File: config.mk
export PLATFORM = sky130hd
export DESIGN_NAME = presence_detect_valve_control
export DESIGN_NICKNAME = d
export VERILOG_FILES = /design/src/hdl/pdv_pkg.sv /design/src/hdl/pdv_avg.sv /design/src/hdl/presence_detect_valve_control.sv
export SDC_FILE = /design/constraint.sdc
export NUM_CORES = 1
export LEC_CHECK = 0
export BUFFER_PORTS_ARGS = -buffer_cell sky130_fd_sc_hd__buf_2
export CELL_PAD_IN_SITES_DETAIL_PLACEMENT = 1
export CELL_PAD_IN_SITES_GLOBAL_PLACEMENT = 1
export CORE_MARGIN = 2
export CORE_UTILIZATION = 45
export CTS_CLUSTER_SIZE = 40
export DETAILED_ROUTE_END_ITERATION = 8
export PLACE_DENSITY_LB_ADDON = 0.2
export SLEW_MARGIN = 5
export SYNTH_ARGS = -nofsm -noshare
export SYNTH_HDL_FRONTEND = slang
export SYNTH_SLANG_ARGS = --single-unit
export TNS_END_PERCENT = 1
File: constraint.sdc
create_clock -name clock -period 7.9 [get_ports clock]
set_input_delay 0.395 -clock clock [delete_from_list [all_inputs] [get_ports clock]]
set_output_delay 0.395 -clock clock [all_outputs]
set_load 0.01 [all_outputs]
File: src/hdl/pdv_pkg.sv
`default_nettype none
package pdv_pkg;

   // Number of proximity samples in the moving average.
   localparam int WINDOW = 10;
   localparam int SLOT_W = (WINDOW > 1) ? $clog2(WINDOW) : 1;

   localparam int SAMPLE_W  = 16;
   localparam int BATTERY_W = 10;
   localparam int SUM_W     = 20;
   localparam int COUNT_W   = 8;
   localparam int TIMER_W   = 16;

   // Floor division by WINDOW is done as a multiply by a rounded-up reciprocal.
   // With a sum below 2**SUM_W and WINDOW up to 16, this shift keeps it exact.
   localparam int      RECIP_SHIFT = SUM_W + 5;
   localparam int      RECIP_W     = RECIP_SHIFT + 1;
   localparam longint  RECIP       = ((64'd1 << RECIP_SHIFT) + WINDOW - 1) / WINDOW;
   localparam int      PROD_W      = SUM_W + RECIP_W;

   // Battery must lie strictly within this distance of the reference to open.
   localparam int BAT_WINDOW = 80;

   localparam int CSR_INDEX_W = 3;
   localparam int CSR_DATA_W  = 16;

   typedef enum logic [CSR_INDEX_W-1:0] {
      CSR_HIGH_THRESHOLD    = 3'd0,
      CSR_LOW_THRESHOLD     = 3'd1,
      CSR_ARRIVE_COUNT      = 3'd2,
      CSR_LEAVE_COUNT       = 3'd3,
      CSR_STAY_LIMIT        = 3'd4,
      CSR_BATTERY_REFERENCE = 3'd5
   } csr_index_type;

   typedef enum logic [1:0] {
      PRES_IDLE = 2'd0,
      PRES_HERE = 2'd1,
      PRES_CUT  = 2'd2
   } presence_type;

   typedef enum logic [1:0] {
      PULSE_NONE  = 2'd0,
      PULSE_OPEN  = 2'd1,
      PULSE_CLOSE = 2'd2
   } pulse_type;

   // One accepted tick as it enters the averaging pipeline.
   typedef struct packed {
      logic                 valid;
      logic [SAMPLE_W-1:0]  sample;
      logic [BATTERY_W-1:0] battery;
   } sample_type;

   // One tick leaving the averaging pipeline.
   typedef struct packed {
      logic                 valid;
      logic [SAMPLE_W-1:0]  average;
      logic [BATTERY_W-1:0] battery;
   } avg_type;

endpackage
`default_nettype wire

File: src/hdl/pdv_avg.sv
`default_nettype none
module pdv_avg (
   input  wire logic               clock,
   input  wire logic               reset,
   input  wire logic               adv,
   input  wire pdv_pkg::sample_type smp,
   output pdv_pkg::avg_type         avg
);

   localparam int SW = pdv_pkg::SLOT_W;

   // Sample window storage and per-entry written flags.
   logic [pdv_pkg::SAMPLE_W-1:0] win_mem [pdv_pkg::WINDOW];
   logic [pdv_pkg::WINDOW-1:0]   vld_ff;
   logic [SW-1:0]                slot_ff;

   // Read stage.
   logic                          b_valid_ff;
   logic [pdv_pkg::SAMPLE_W-1:0]  b_sample_ff;
   logic [pdv_pkg::BATTERY_W-1:0] b_bat_ff;
   logic [SW-1:0]                 b_slot_ff;
   logic [pdv_pkg::SAMPLE_W-1:0]  rd_data_ff;
   logic                          rd_hit_ff;
   logic                          fwd_ff;
   logic [pdv_pkg::SAMPLE_W-1:0]  fwd_data_ff;

   // Sum stage and multiply stage.
   logic [pdv_pkg::SUM_W-1:0]     sum_ff, sum_in;
   logic                          c_valid_ff;
   logic [pdv_pkg::BATTERY_W-1:0] c_bat_ff;
   logic [pdv_pkg::PROD_W-1:0]    prod_ff, prod_in;
   logic                          d_valid_ff;
   logic [pdv_pkg::BATTERY_W-1:0] d_bat_ff;

   logic                          rd_en, wr_en;
   logic [pdv_pkg::SAMPLE_W-1:0]  old_sample;
   logic [SW-1:0]                 slot_in;
   logic [pdv_pkg::RECIP_W-1:0]   recip_c;

   assign rd_en   = adv & smp.valid;
   assign wr_en   = adv & b_valid_ff;
   assign recip_c = pdv_pkg::RECIP_W'(pdv_pkg::RECIP);
   assign slot_in = (slot_ff == SW'(pdv_pkg::WINDOW - 1)) ? '0 : slot_ff + 1'b1;

   // The sample leaving the window: a same-slot write in flight wins,
   // and a slot never written reads as zero.
   always_comb begin
      if (fwd_ff) begin
         old_sample = fwd_data_ff;
      end else if (rd_hit_ff) begin
         old_sample = rd_data_ff;
      end else begin
         old_sample = '0;
      end
      sum_in  = sum_ff - {{(pdv_pkg::SUM_W - pdv_pkg::SAMPLE_W){1'b0}}, old_sample}
                       + {{(pdv_pkg::SUM_W - pdv_pkg::SAMPLE_W){1'b0}}, b_sample_ff};
      prod_in = {{pdv_pkg::RECIP_W{1'b0}}, sum_ff} * {{pdv_pkg::SUM_W{1'b0}}, recip_c};
   end

   always_ff @(posedge clock) begin
      if (wr_en) begin
         win_mem[b_slot_ff] <= b_sample_ff;
      end
      if (rd_en) begin
         rd_data_ff <= win_mem[slot_ff];
      end
   end

   always_ff @(posedge clock) begin
      if (rd_en) begin
         b_sample_ff <= smp.sample;
         b_bat_ff    <= smp.battery;
         b_slot_ff   <= slot_ff;
         rd_hit_ff   <= vld_ff[slot_ff];
         fwd_ff      <= wr_en && (b_slot_ff == slot_ff);
         fwd_data_ff <= b_sample_ff;
      end
      if (adv) begin
         c_bat_ff <= b_bat_ff;
         prod_ff  <= prod_in;
         d_bat_ff <= c_bat_ff;
      end
   end

   always_ff @(posedge clock) begin
      if (reset) begin
         vld_ff     <= '0;
         slot_ff    <= '0;
         sum_ff     <= '0;
         b_valid_ff <= 1'b0;
         c_valid_ff <= 1'b0;
         d_valid_ff <= 1'b0;
      end else begin
         if (rd_en) begin
            slot_ff <= slot_in;
         end
         if (wr_en) begin
            vld_ff[b_slot_ff] <= 1'b1;
            sum_ff            <= sum_in;
         end
         if (adv) begin
            b_valid_ff <= smp.valid;
            c_valid_ff <= b_valid_ff;
            d_valid_ff <= c_valid_ff;
         end
      end
   end

   assign avg.valid   = d_valid_ff;
   assign avg.average = prod_ff[pdv_pkg::RECIP_SHIFT +: pdv_pkg::SAMPLE_W];
   assign avg.battery = d_bat_ff;

endmodule
`default_nettype wire

File: src/hdl/presence_detect_valve_control.sv
`default_nettype none
// Channel | Direction | Handshake           | Payload
// req     | in        | req_tvalid/tready   | tdata: ps_sample[15:0], battery_sample[25:16],
//         |           |                     |        zero fill [31:26]
// rsp     | out       | rsp_tvalid/tready   | tdata: average, presence, arrived, departed,
//         |           |                     |        valve_pulse, valve_open, standby_request
// csr     | in        | csr_wr_en           | csr_index selects register, csr_wdata value
//
// One tick transfer is accepted every clock cycle while the output is not stalled.
// Each tick passes through the window memory read, the running sum register and the
// reciprocal multiply that forms the floor average, followed by the presence update.
// Reset is synchronous and active high; the window needs no clearing pass because each
// slot carries a written flag that reset clears, and an unwritten slot reads as zero.
// When rsp_tready is low with a result held, the whole pipeline holds and req_tready
// drops in the same cycle.
module presence_detect_valve_control (
   input  wire logic        clock,
   input  wire logic        reset,
   // ps_sample [15:0], battery_sample [25:16], zero [31:26]
   input  wire logic [31:0] req_tdata,
   input  wire logic        req_tvalid,
   output logic             req_tready,
   // average [15:0], presence [17:16], arrived [18], departed [19],
   // valve_pulse [21:20], valve_open [22], standby_request [23]
   output logic [23:0]      rsp_tdata,
   output logic             rsp_tvalid,
   input  wire logic        rsp_tready,
   input  wire logic        csr_wr_en,
   input  wire logic [pdv_pkg::CSR_INDEX_W-1:0] csr_index,
   input  wire logic [pdv_pkg::CSR_DATA_W-1:0]  csr_wdata
);

   // Configuration registers.
   logic [15:0] high_thr_ff, low_thr_ff, stay_limit_ff;
   logic [7:0]  arrive_cnt_ff, leave_cnt_ff;
   logic [9:0]  bat_ref_ff;

   // Presence state.
   pdv_pkg::presence_type presence_ff, presence_in;
   logic [pdv_pkg::COUNT_W-1:0] arr_ctr_ff, arr_ctr_in;
   logic [pdv_pkg::COUNT_W-1:0] lv_ctr_ff, lv_ctr_in;
   logic [pdv_pkg::TIMER_W-1:0] stay_ff, stay_in;
   logic                        first_ff, first_in;
   logic                        valve_ff, valve_in;

   // Output register.
   logic                 rsp_valid_ff;
   logic [23:0]          rsp_data_ff, rsp_data_in;

   logic                 adv;
   logic                 arrived, departed, standby, leaving;
   pdv_pkg::pulse_type   pulse;
   logic signed [10:0]   bat_diff;
   logic [10:0]          bat_abs;

   pdv_pkg::sample_type  smp;
   pdv_pkg::avg_type     avg;

   // The pipeline moves whenever the output register is empty or being drained.
   assign adv        = !rsp_valid_ff || rsp_tready;
   assign req_tready = adv;

   assign smp.valid   = req_tvalid;
   assign smp.sample  = req_tdata[15:0];
   assign smp.battery = req_tdata[25:16];

   pdv_avg u_avg (
      .clock (clock),
      .reset (reset),
      .adv   (adv),
      .smp   (smp),
      .avg   (avg)
   );

   always_ff @(posedge clock) begin
      if (reset) begin
         high_thr_ff   <= 16'hFFFF;
         low_thr_ff    <= 16'h0000;
         arrive_cnt_ff <= 8'd4;
         leave_cnt_ff  <= 8'd8;
         stay_limit_ff <= 16'd1200;
         bat_ref_ff    <= 10'd0;
      end else if (csr_wr_en) begin
         case (csr_index)
            pdv_pkg::CSR_HIGH_THRESHOLD:    high_thr_ff   <= csr_wdata;
            pdv_pkg::CSR_LOW_THRESHOLD:     low_thr_ff    <= csr_wdata;
            pdv_pkg::CSR_ARRIVE_COUNT:      arrive_cnt_ff <= csr_wdata[7:0];
            pdv_pkg::CSR_LEAVE_COUNT:       leave_cnt_ff  <= csr_wdata[7:0];
            pdv_pkg::CSR_STAY_LIMIT:        stay_limit_ff <= csr_wdata;
            pdv_pkg::CSR_BATTERY_REFERENCE: bat_ref_ff    <= csr_wdata[9:0];
            default: ;
         endcase
      end
   end

   // Battery distance from its reference, used for the first-arrival open.
   assign bat_diff = $signed({1'b0, bat_ref_ff}) - $signed({1'b0, avg.battery});
   assign bat_abs  = bat_diff[10] ? 11'(-bat_diff) : 11'(bat_diff);

   // Presence update for one tick. The steps run in order: arrival counting
   // while idle, leave counting while present, the standby check against the
   // valve state from before this tick, present-state actions, then departure.
   always_comb begin
      presence_in = presence_ff;
      arr_ctr_in  = arr_ctr_ff;
      lv_ctr_in   = lv_ctr_ff;
      stay_in     = stay_ff;
      first_in    = first_ff;
      valve_in    = valve_ff;
      arrived     = 1'b0;
      departed    = 1'b0;
      leaving     = 1'b0;
      pulse       = pdv_pkg::PULSE_NONE;

      if ((avg.average >= high_thr_ff) && (presence_in == pdv_pkg::PRES_IDLE)) begin
         arr_ctr_in = arr_ctr_in + 1'b1;
         lv_ctr_in  = '0;
         if (arr_ctr_in >= arrive_cnt_ff) begin
            arr_ctr_in  = '0;
            first_in    = 1'b1;
            presence_in = pdv_pkg::PRES_HERE;
            arrived     = 1'b1;
         end
      end

      if ((avg.average <= low_thr_ff) &&
          ((presence_in == pdv_pkg::PRES_HERE) || (presence_in == pdv_pkg::PRES_CUT))) begin
         lv_ctr_in  = lv_ctr_in + 1'b1;
         arr_ctr_in = '0;
         if (lv_ctr_in >= leave_cnt_ff) begin
            lv_ctr_in = '0;
            leaving   = 1'b1;
         end
      end

      standby = (avg.average <= low_thr_ff) && !valve_ff;

      if (!leaving && (presence_in == pdv_pkg::PRES_HERE)) begin
         stay_in = stay_in + 1'b1;
         if (first_in) begin
            first_in = 1'b0;
            if (bat_abs < 11'(pdv_pkg::BAT_WINDOW)) begin
               valve_in = 1'b1;
               pulse    = pdv_pkg::PULSE_OPEN;
            end
         end
         // A timeout in the same tick as the open overrides it.
         if (stay_in >= stay_limit_ff) begin
            valve_in    = 1'b0;
            pulse       = pdv_pkg::PULSE_CLOSE;
            presence_in = pdv_pkg::PRES_CUT;
         end
      end

      // Departure always closes, even when the valve is already closed.
      if (leaving) begin
         stay_in     = '0;
         presence_in = pdv_pkg::PRES_IDLE;
         valve_in    = 1'b0;
         pulse       = pdv_pkg::PULSE_CLOSE;
         standby     = 1'b1;
         departed    = 1'b1;
      end

      rsp_data_in = {standby, valve_in, pulse, departed, arrived, presence_in, avg.average};
   end

   always_ff @(posedge clock) begin
      if (reset) begin
         presence_ff  <= pdv_pkg::PRES_IDLE;
         arr_ctr_ff   <= '0;
         lv_ctr_ff    <= '0;
         stay_ff      <= '0;
         first_ff     <= 1'b0;
         valve_ff     <= 1'b0;
         rsp_valid_ff <= 1'b0;
      end else if (adv) begin
         rsp_valid_ff <= avg.valid;
         if (avg.valid) begin
            presence_ff <= presence_in;
            arr_ctr_ff  <= arr_ctr_in;
            lv_ctr_ff   <= lv_ctr_in;
            stay_ff     <= stay_in;
            first_ff    <= first_in;
            valve_ff    <= valve_in;
         end
      end
   end

   always_ff @(posedge clock) begin
      if (adv && avg.valid) begin
         rsp_data_ff <= rsp_data_in;
      end
   end

   assign rsp_tvalid = rsp_valid_ff;
   assign rsp_tdata  = rsp_data_ff;

endmodule
`default_nettype wire

# After elaboration in Yosys (flattened, before gate mapping)

Memory sizes are Yosys's and may differ from the RTL's. A register that Yosys moved wholly into a read port is not among the register bits.
Index checks and enable logic that the tools add are counted.

Register bits: 279
Bits in writable memories: 160
Input port bits: 56
Output and inout bits: 26
Logic and storage cells: 130
Memories: 1

$add $sub $neg: 8
Multiply operators: 1
$lt $le $gt $ge: 9
Equality and inequality tests: 9
Multiplexer cells: 39
Bitwise gates (word level): 5
Reductions and logical operators: 26

Memories:

| name          | depth | bits a word | rd ports | clocked after Yosys merged registers in | wr ports | RTL line      | text |
|---|---|---|---|---|---|---|---|
| u_avg.win_mem | 10    | 16          | 1        | 1                                       | 1        | pdv_avg.sv:13 | `logic [pdv_pkg::SAMPLE_W-1:0] win_mem [pdv_pkg::WINDOW];` |

Operators with widths:

| kind                     | count |
|---|---|
| $mux W16                 | 4 |
| $mux W8                  | 6 |
| $mul A20 B20 Y39 const B | 1 |
| $ge A16 B16 Y1           | 2 |
| $add A20 B16 Y20         | 1 |
| $sub A20 B16 Y20         | 1 |
| $mux W1                  | 18 |
| $add A16 B1 Y16 const B  | 1 |
| $add A8 B1 Y8 const B    | 2 |
| $ge A8 B8 Y1             | 2 |
| $le A16 B16 Y1           | 1 |
| $mux W2                  | 7 |
| $reduce_and A2 Y1        | 7 |
| $lt A11 B7 Y1 const B    | 1 |
| $mux W11                 | 1 |
| $neg A11 Y11             | 1 |
| $sub A10 B10 Y11         | 1 |
| $lt A4 B5 Y1 const B     | 2 |
| $or A10 B10 Y10          | 1 |
| $logic_and A1 B1 Y1      | 7 |
| $eq A3 B2 Y1 const B     | 2 |
| $eq A3 B3 Y1 const B     | 2 |
| $reduce_and A3 Y1        | 2 |
| $add A4 B1 Y4 const B    | 1 |
| other kinds (17)         | 23 |

# Logic depth before layout (Yosys ltp)

Depth in word-level cells: 12
Mapped depth: 24

# By module

Synthesis repeated with hierarchy kept, for this count alone.

Cell total of the unflattened synthesis: 2434
Area total of the unflattened synthesis: 27024.7 um2

By module, submodules not included:

| module                        | times used | cells each | area an instance (um2) |
|---|---|---|---|
| pdv_avg                       | 1          | 1484       | 19232.2 |
| presence_detect_valve_control | 1          | 950        | 7792.5 |

# Worst setup path after synthesis

OpenSTA, ideal clock, no wires.

Kind: reg2reg
Start: register u_avg.sum_ff[17] (netlist bit)
End: register u_avg.prod_ff[40] (netlist bit), data pin
Library setup time: 0.266 ns
Arrival: 5.734 ns
Slack: 1.900 ns
Stages on the path, launching flop included: 24
Path buffers: 0
Path through: dfxtp_1 inv_1 ha_1 inv_1 fa_1 ha_1 inv_1 fa_1 inv_1 fa_1 fa_1 inv_1 fa_1 inv_1 ha_1 a21oi_1 o21ai_0 a211oi_1 o2111ai_1 a31oi_1 a21oi_1 a21o_1 o41ai_1 xnor2_1

Longest elaborated chain between the ends: 1

Ends and longest elaborated chain:

| what                              | RTL line      | text |
|---|---|---|
| start, declared                   | pdv_avg.sv:28 | `logic [pdv_pkg::SUM_W-1:0] sum_ff, sum_in;` |
| start signal, assigned            | pdv_avg.sv:99 | `sum_ff <= sum_in;` |
| $mul A20 B20 Y39                  | pdv_avg.sv:57 | `prod_in = {{pdv_pkg::RECIP_W{1'b0}}, sum_ff} * {{pdv_pkg::SUM_W{1'b0}}, recip_c};` |
| named net u_avg.prod_in (one bit) | pdv_avg.sv:31 | `logic [pdv_pkg::PROD_W-1:0] prod_ff, prod_in;` |
| end signal, assigned              | pdv_avg.sv:80 | `prod_ff <= prod_in;` |
| end, declared                     | pdv_avg.sv:31 |  |

The timed path passes the listed nets, and every way through them passes these cells.
A chain may end at the register's enable or synchronous reset.

# Worst setup path in the final report

Ends and elaborated chain as after synthesis.

==> insert_results.sql <==
INSERT INTO impl_metrics (metric_group, metric, value, unit) VALUES
('run_status', 'status', 'finished clean', ''),
('routing', 'route.final.wire_length', '63300', 'µm'),
('clocking', 'cts.root.buffer_cell', 'sky130_fd_sc_hd__clkbuf_16', ''),
('synthesis', 'area_share_of_the_leading_cell_type_in_the_synthesized_netlist', '32.4', '%'),
('finish', 'syn_to_final_growth', '11.8', '%'),
('power_and_ir_drop', 'power.ir.vdd_worst', '0.212', 'mV'),
('synthesis', 'syn-instance-count', '2332', ''),
('timing', 'timing.setup.tns', '0', 'ps'),
('finish', 'utilization', '50.9', '%'),
('synthesis', 'ys.flop_type', 'sky130_fd_sc_hd__edfxtp_1', ''),
('timing', 'slew_headroom', '19.0', '%'),
('global_routing', 'antenna_found_initial', '0', ''),
('synthesis', 'synth_fp_nets', '2829', ''),
('synthesis', 'yosysUniqueCellTypes', '64', ''),
('placed_design', 'detailedPlacementHpwl', '47200', 'µm'),
('clocking', 'post_cts_resize_count', '0', ''),
('routing', 'num_vias', '17400', ''),
('routing', 'detail_route.iter0.violations', '623', ''),
('timing', 'max_slew.worst_pin.slew', '1220', 'ps'),
('critical_path', 'worst-path-max-fanout', '5', ''),
('floorplanning', 'std_cell_rows', '88', ''),
('power_and_ir_drop', 'power-per-cell-area', '305', 'nW/µm²'),
('power_and_ir_drop', 'sw_frac_of_total', '37.4', '%'),
('finish', 'fin_nets', '2933', ''),
('routing', 'vias_per_cell', '5.37', ''),
('critical_path', 'worst_endpoint_data_arrival_time', '7100', 'ps'),
('clocking', 'cts.sinks', '432', ''),
('timing', 'hold_violations', '0', ''),
('routing', 'drc', '0', ''),
('synthesis', 'synth_area_leaders', 'sky130_fd_sc_hd__edfxtp_1 (32%), sky130_fd_sc_hd__ha_1 (14%), sky130_fd_sc_hd__dfxtp_1 (11%), sky130_fd_sc_hd__fa_1 (11%), sky130_fd_sc_hd__inv_1 (4.9%)', ''),
('critical_path', 'worstSetupStartpointType', 'flip-flop', ''),
('timing', 'grt_setup_unrepaired', 'false', ''),
('synthesis', 'synth_area_leader_cell', 'sky130_fd_sc_hd__edfxtp_1', ''),
('power_and_ir_drop', 'intPower', '5.62', 'mW'),
('global_routing', 'number_of_global_route_vias_before_repair', '19000', ''),
('timing', 'postLayoutSetupSlackWorst', '1120', 'ps'),
('clocking', 'maximum_clock_insertion_buffer_count', '3', ''),
('floorplanning', 'design.die.area', '60500', 'µm²'),
('timing', 'fmax', '147', 'MHz'),
('global_routing', 'grt_max_degree', '98', ''),
('finish', 'antenna_cells_inserted', '0', ''),
('clocking', 'clk-insertion-delay-late', '600', 'ps'),
('power_and_ir_drop', 'comb_power_share', '44.3', '%'),
('timing', 'final.period_utilization', '85.8', '%'),
('power_and_ir_drop', 'share_clk_of_total_power', '25.1', '%'),
('global_routing', 'track_usage', '21.5', '%'),
('floorplanning', 'core', '57800', 'µm²'),
('placed_design', 'pre_cts_ws', '1060', 'ps'),
('clocking', 'cts-buffers-inserted', '46', ''),
('power_and_ir_drop', 'switching_power', '3.35', 'mW'),
('power_and_ir_drop', 'static-leakage-power', '13.0', 'nW'),
('clocking', 'postCtsSetupBuffers', '0', ''),
('placed_design', 'place_congestion', '0.896', ''),
('synthesis', 'syn_area_per_cell', '11.3', 'µm²'),
('finish', 'num-fill-cells', '6161', ''),
('clocking', 'clk_transition_reported_paths', '60', 'ps'),
('finish', 'post_route_cells_drive_above_1_share', '9.54', '%'),
('power_and_ir_drop', 'total_power', '8.97', 'mW'),
('clocking', 'htreeDepth', '2', ''),
('timing', 'final-max-slew-violation-count', '0', ''),
('global_routing', 'grt_pass1_wl', '102000', 'µm'),
('timing', 'final_critical_period', '6780', 'ps'),
('routing', 'dr.pass1.iters', '5', ''),
('synthesis', 'yosys.cell_count.top_type', 'sky130_fd_sc_hd__inv_1', ''),
('power_and_ir_drop', 'power.sequential.fraction', '30.6', '%'),
('synthesis', 'yosys_warns', '0', ''),
('routing', 'drt.antenna.violating_nets', '0', ''),
('critical_path', 'timing.critical_path.required', '8220', 'ps'),
('global_routing', 'remaining_global_route_overflow', '0', ''),
('critical_path', 'worst_setup_path_end_kind', 'flip-flop', ''),
('worst_hold_path', 'hold_class', 'primary input to flip-flop', '');
==> logic make-up (layout without fill, tap and decap cells) <==
group,Yosys count,count (layout),synth area share [%]
fa+ha+maj,441,441,25.1
xor+xnor,81,81,2.69
simple gates,508,508,9.24
mux,53,53,3.63
flops,432,432,43.6
compound gates,406,406,9.83
buf+inv,411,552,5.87
==> flip-flops by register name (all words and copies together), names as in the netlist, 10 cells and up <==
name / count
u_avg.d_bat_ff: 10
u_avg.vld_ff: 10
rsp_tdata: 24
u_avg.rd_data_ff: 16
u_avg.b_bat_ff: 10
bat_ref_ff: 10
u_avg.sum_ff: 20
stay_ff: 16
stay_limit_ff: 16
u_avg.win_mem: 160
u_avg.c_bat_ff: 10
u_avg.prod_ff: 16
u_avg.fwd_data_ff: 16
low_thr_ff: 16
u_avg.b_sample_ff: 16
high_thr_ff: 16
==> cell type report <==
| cell class | instances | area, µm² | share of cell area (%) |
|---|---|---|---|
| multi-input cells | 1489 | 13300 | 45.2 |
| flip-flops and latches | 432 | 11500 | 39.1 |
| inverters | 343 | 1290 | 4.37 |
| clock buffers | 51 | 1170 | 3.97 |
| well taps | 765 | 957 | 3.25 |
| repair buffers | 124 | 811 | 2.75 |
| clock inverters | 34 | 398 | 1.35 |
==> stage by stage <==
stage,hold WS [ps],instances,cell area [µm²]
2_1_floorplan,400,2332,26300
3_3_place_gp,405,3127,27600
3_5_place_dp,406,3127,27600
4_1_cts,78.3,3238,29400
5_1_grt,77.0,3238,29400
6_report,93.2,3238,29400
==> worst max-delay path, cell delays in order (launching register included) <==
cell and delay, ps:
sky130_fd_sc_hd__dfxtp_1 440, sky130_fd_sc_hd__inv_1 160, sky130_fd_sc_hd__ha_1 410, sky130_fd_sc_hd__inv_1 180, sky130_fd_sc_hd__fa_1 530, sky130_fd_sc_hd__ha_1 290
sky130_fd_sc_hd__inv_1 60, sky130_fd_sc_hd__fa_1 500, sky130_fd_sc_hd__inv_1 50, sky130_fd_sc_hd__fa_1 460, sky130_fd_sc_hd__fa_1 550, sky130_fd_sc_hd__inv_1 50
sky130_fd_sc_hd__fa_1 500, sky130_fd_sc_hd__inv_1 40, sky130_fd_sc_hd__ha_1 320, sky130_fd_sc_hd__a21oi_1 130, sky130_fd_sc_hd__o21ai_0 160, sky130_fd_sc_hd__a211oi_1 210
sky130_fd_sc_hd__o2111ai_1 230, sky130_fd_sc_hd__a31oi_1 390, sky130_fd_sc_hd__a21oi_1 220, sky130_fd_sc_hd__a21o_1 220, sky130_fd_sc_hd__o41ai_1 300, sky130_fd_sc_hd__xnor2_1 120
==> power groups by stage <==
stage / Combinational (mW) / Sequential, mW / Clock [mW]
5_1_grt: 4.66 / 2.76 / 2.39
3_5_place_dp: 3.97 / 2.80 / 0
2_1_floorplan: 2.98 / 2.73 / 0
4_1_cts: 4.05 / 2.75 / 2.31
3_3_place_gp: 3.87 / 2.79 / 0
6_report: 3.97 / 2.75 / 2.25
==> metal layers <==
layer / GRT usage (%) / part of all wire, %
met4: 6.42 / 2.8
met2: 38.3 / 50
met5: 0 / 0
met3: 3.22 / 2.8
met1: 26.9 / 44
==> cell usage in the layout, fill, tap and decap left out, types with 8 or more instances in the layout <==
master / n
sky130_fd_sc_hd__inv_1: 341
sky130_fd_sc_hd__ha_1: 295
sky130_fd_sc_hd__edfxtp_1: 284
sky130_fd_sc_hd__nand2_1: 187
sky130_fd_sc_hd__a21oi_1: 161
sky130_fd_sc_hd__fa_1: 146
sky130_fd_sc_hd__dfxtp_1: 146
sky130_fd_sc_hd__nor2_1: 103
sky130_fd_sc_hd__buf_2: 74
sky130_fd_sc_hd__o21ai_0: 59
sky130_fd_sc_hd__clkbuf_16: 46
sky130_fd_sc_hd__xnor2_1: 45
sky130_fd_sc_hd__a21o_1: 37
sky130_fd_sc_hd__xor2_1: 36
sky130_fd_sc_hd__nor2b_1: 35
sky130_fd_sc_hd__a211oi_1: 34
sky130_fd_sc_hd__nand3_1: 34
sky130_fd_sc_hd__mux4_2: 34
sky130_fd_sc_hd__nor3_1: 29
sky130_fd_sc_hd__dlygate4sd3_1: 26
sky130_fd_sc_hd__buf_4: 24
sky130_fd_sc_hd__and3_1: 23
sky130_fd_sc_hd__mux2i_1: 19
sky130_fd_sc_hd__a211o_1: 18
sky130_fd_sc_hd__a22o_1: 17
sky130_fd_sc_hd__or3_1: 15
sky130_fd_sc_hd__nand3b_1: 15
sky130_fd_sc_hd__and2_1: 14
sky130_fd_sc_hd__nand4_1: 13
sky130_fd_sc_hd__nand2b_1: 12
sky130_fd_sc_hd__clkinv_2: 11
sky130_fd_sc_hd__a22oi_1: 9
sky130_fd_sc_hd__o21a_1: 8
sky130_fd_sc_hd__clkinv_1: 8
==> worst paths after layout <==
check	startpoint	end	slack (ps)	depth (start not counted)
worst max-delay path	u_avg.sum_ff[17]	u_avg.prod_ff[40]	1120	23
worst min-delay path	csr_wdata[14]	high_thr_ff[14]	90	2
worst max register to register	u_avg.sum_ff[17]	u_avg.prod_ff[40]	1120	23
worst min register to register	u_avg.c_bat_ff[9]	u_avg.d_bat_ff[9]	420	0
==> repair_timing <==
| action | in CTS | in global routing |
|---|---|---|
| endpoints found under the setup margin | 0 | 0 |
| hold buffers | 26 | 0 |
| endpoints found under the hold margin | 26 | 0 |
Power figures use the tool's default switching activity.
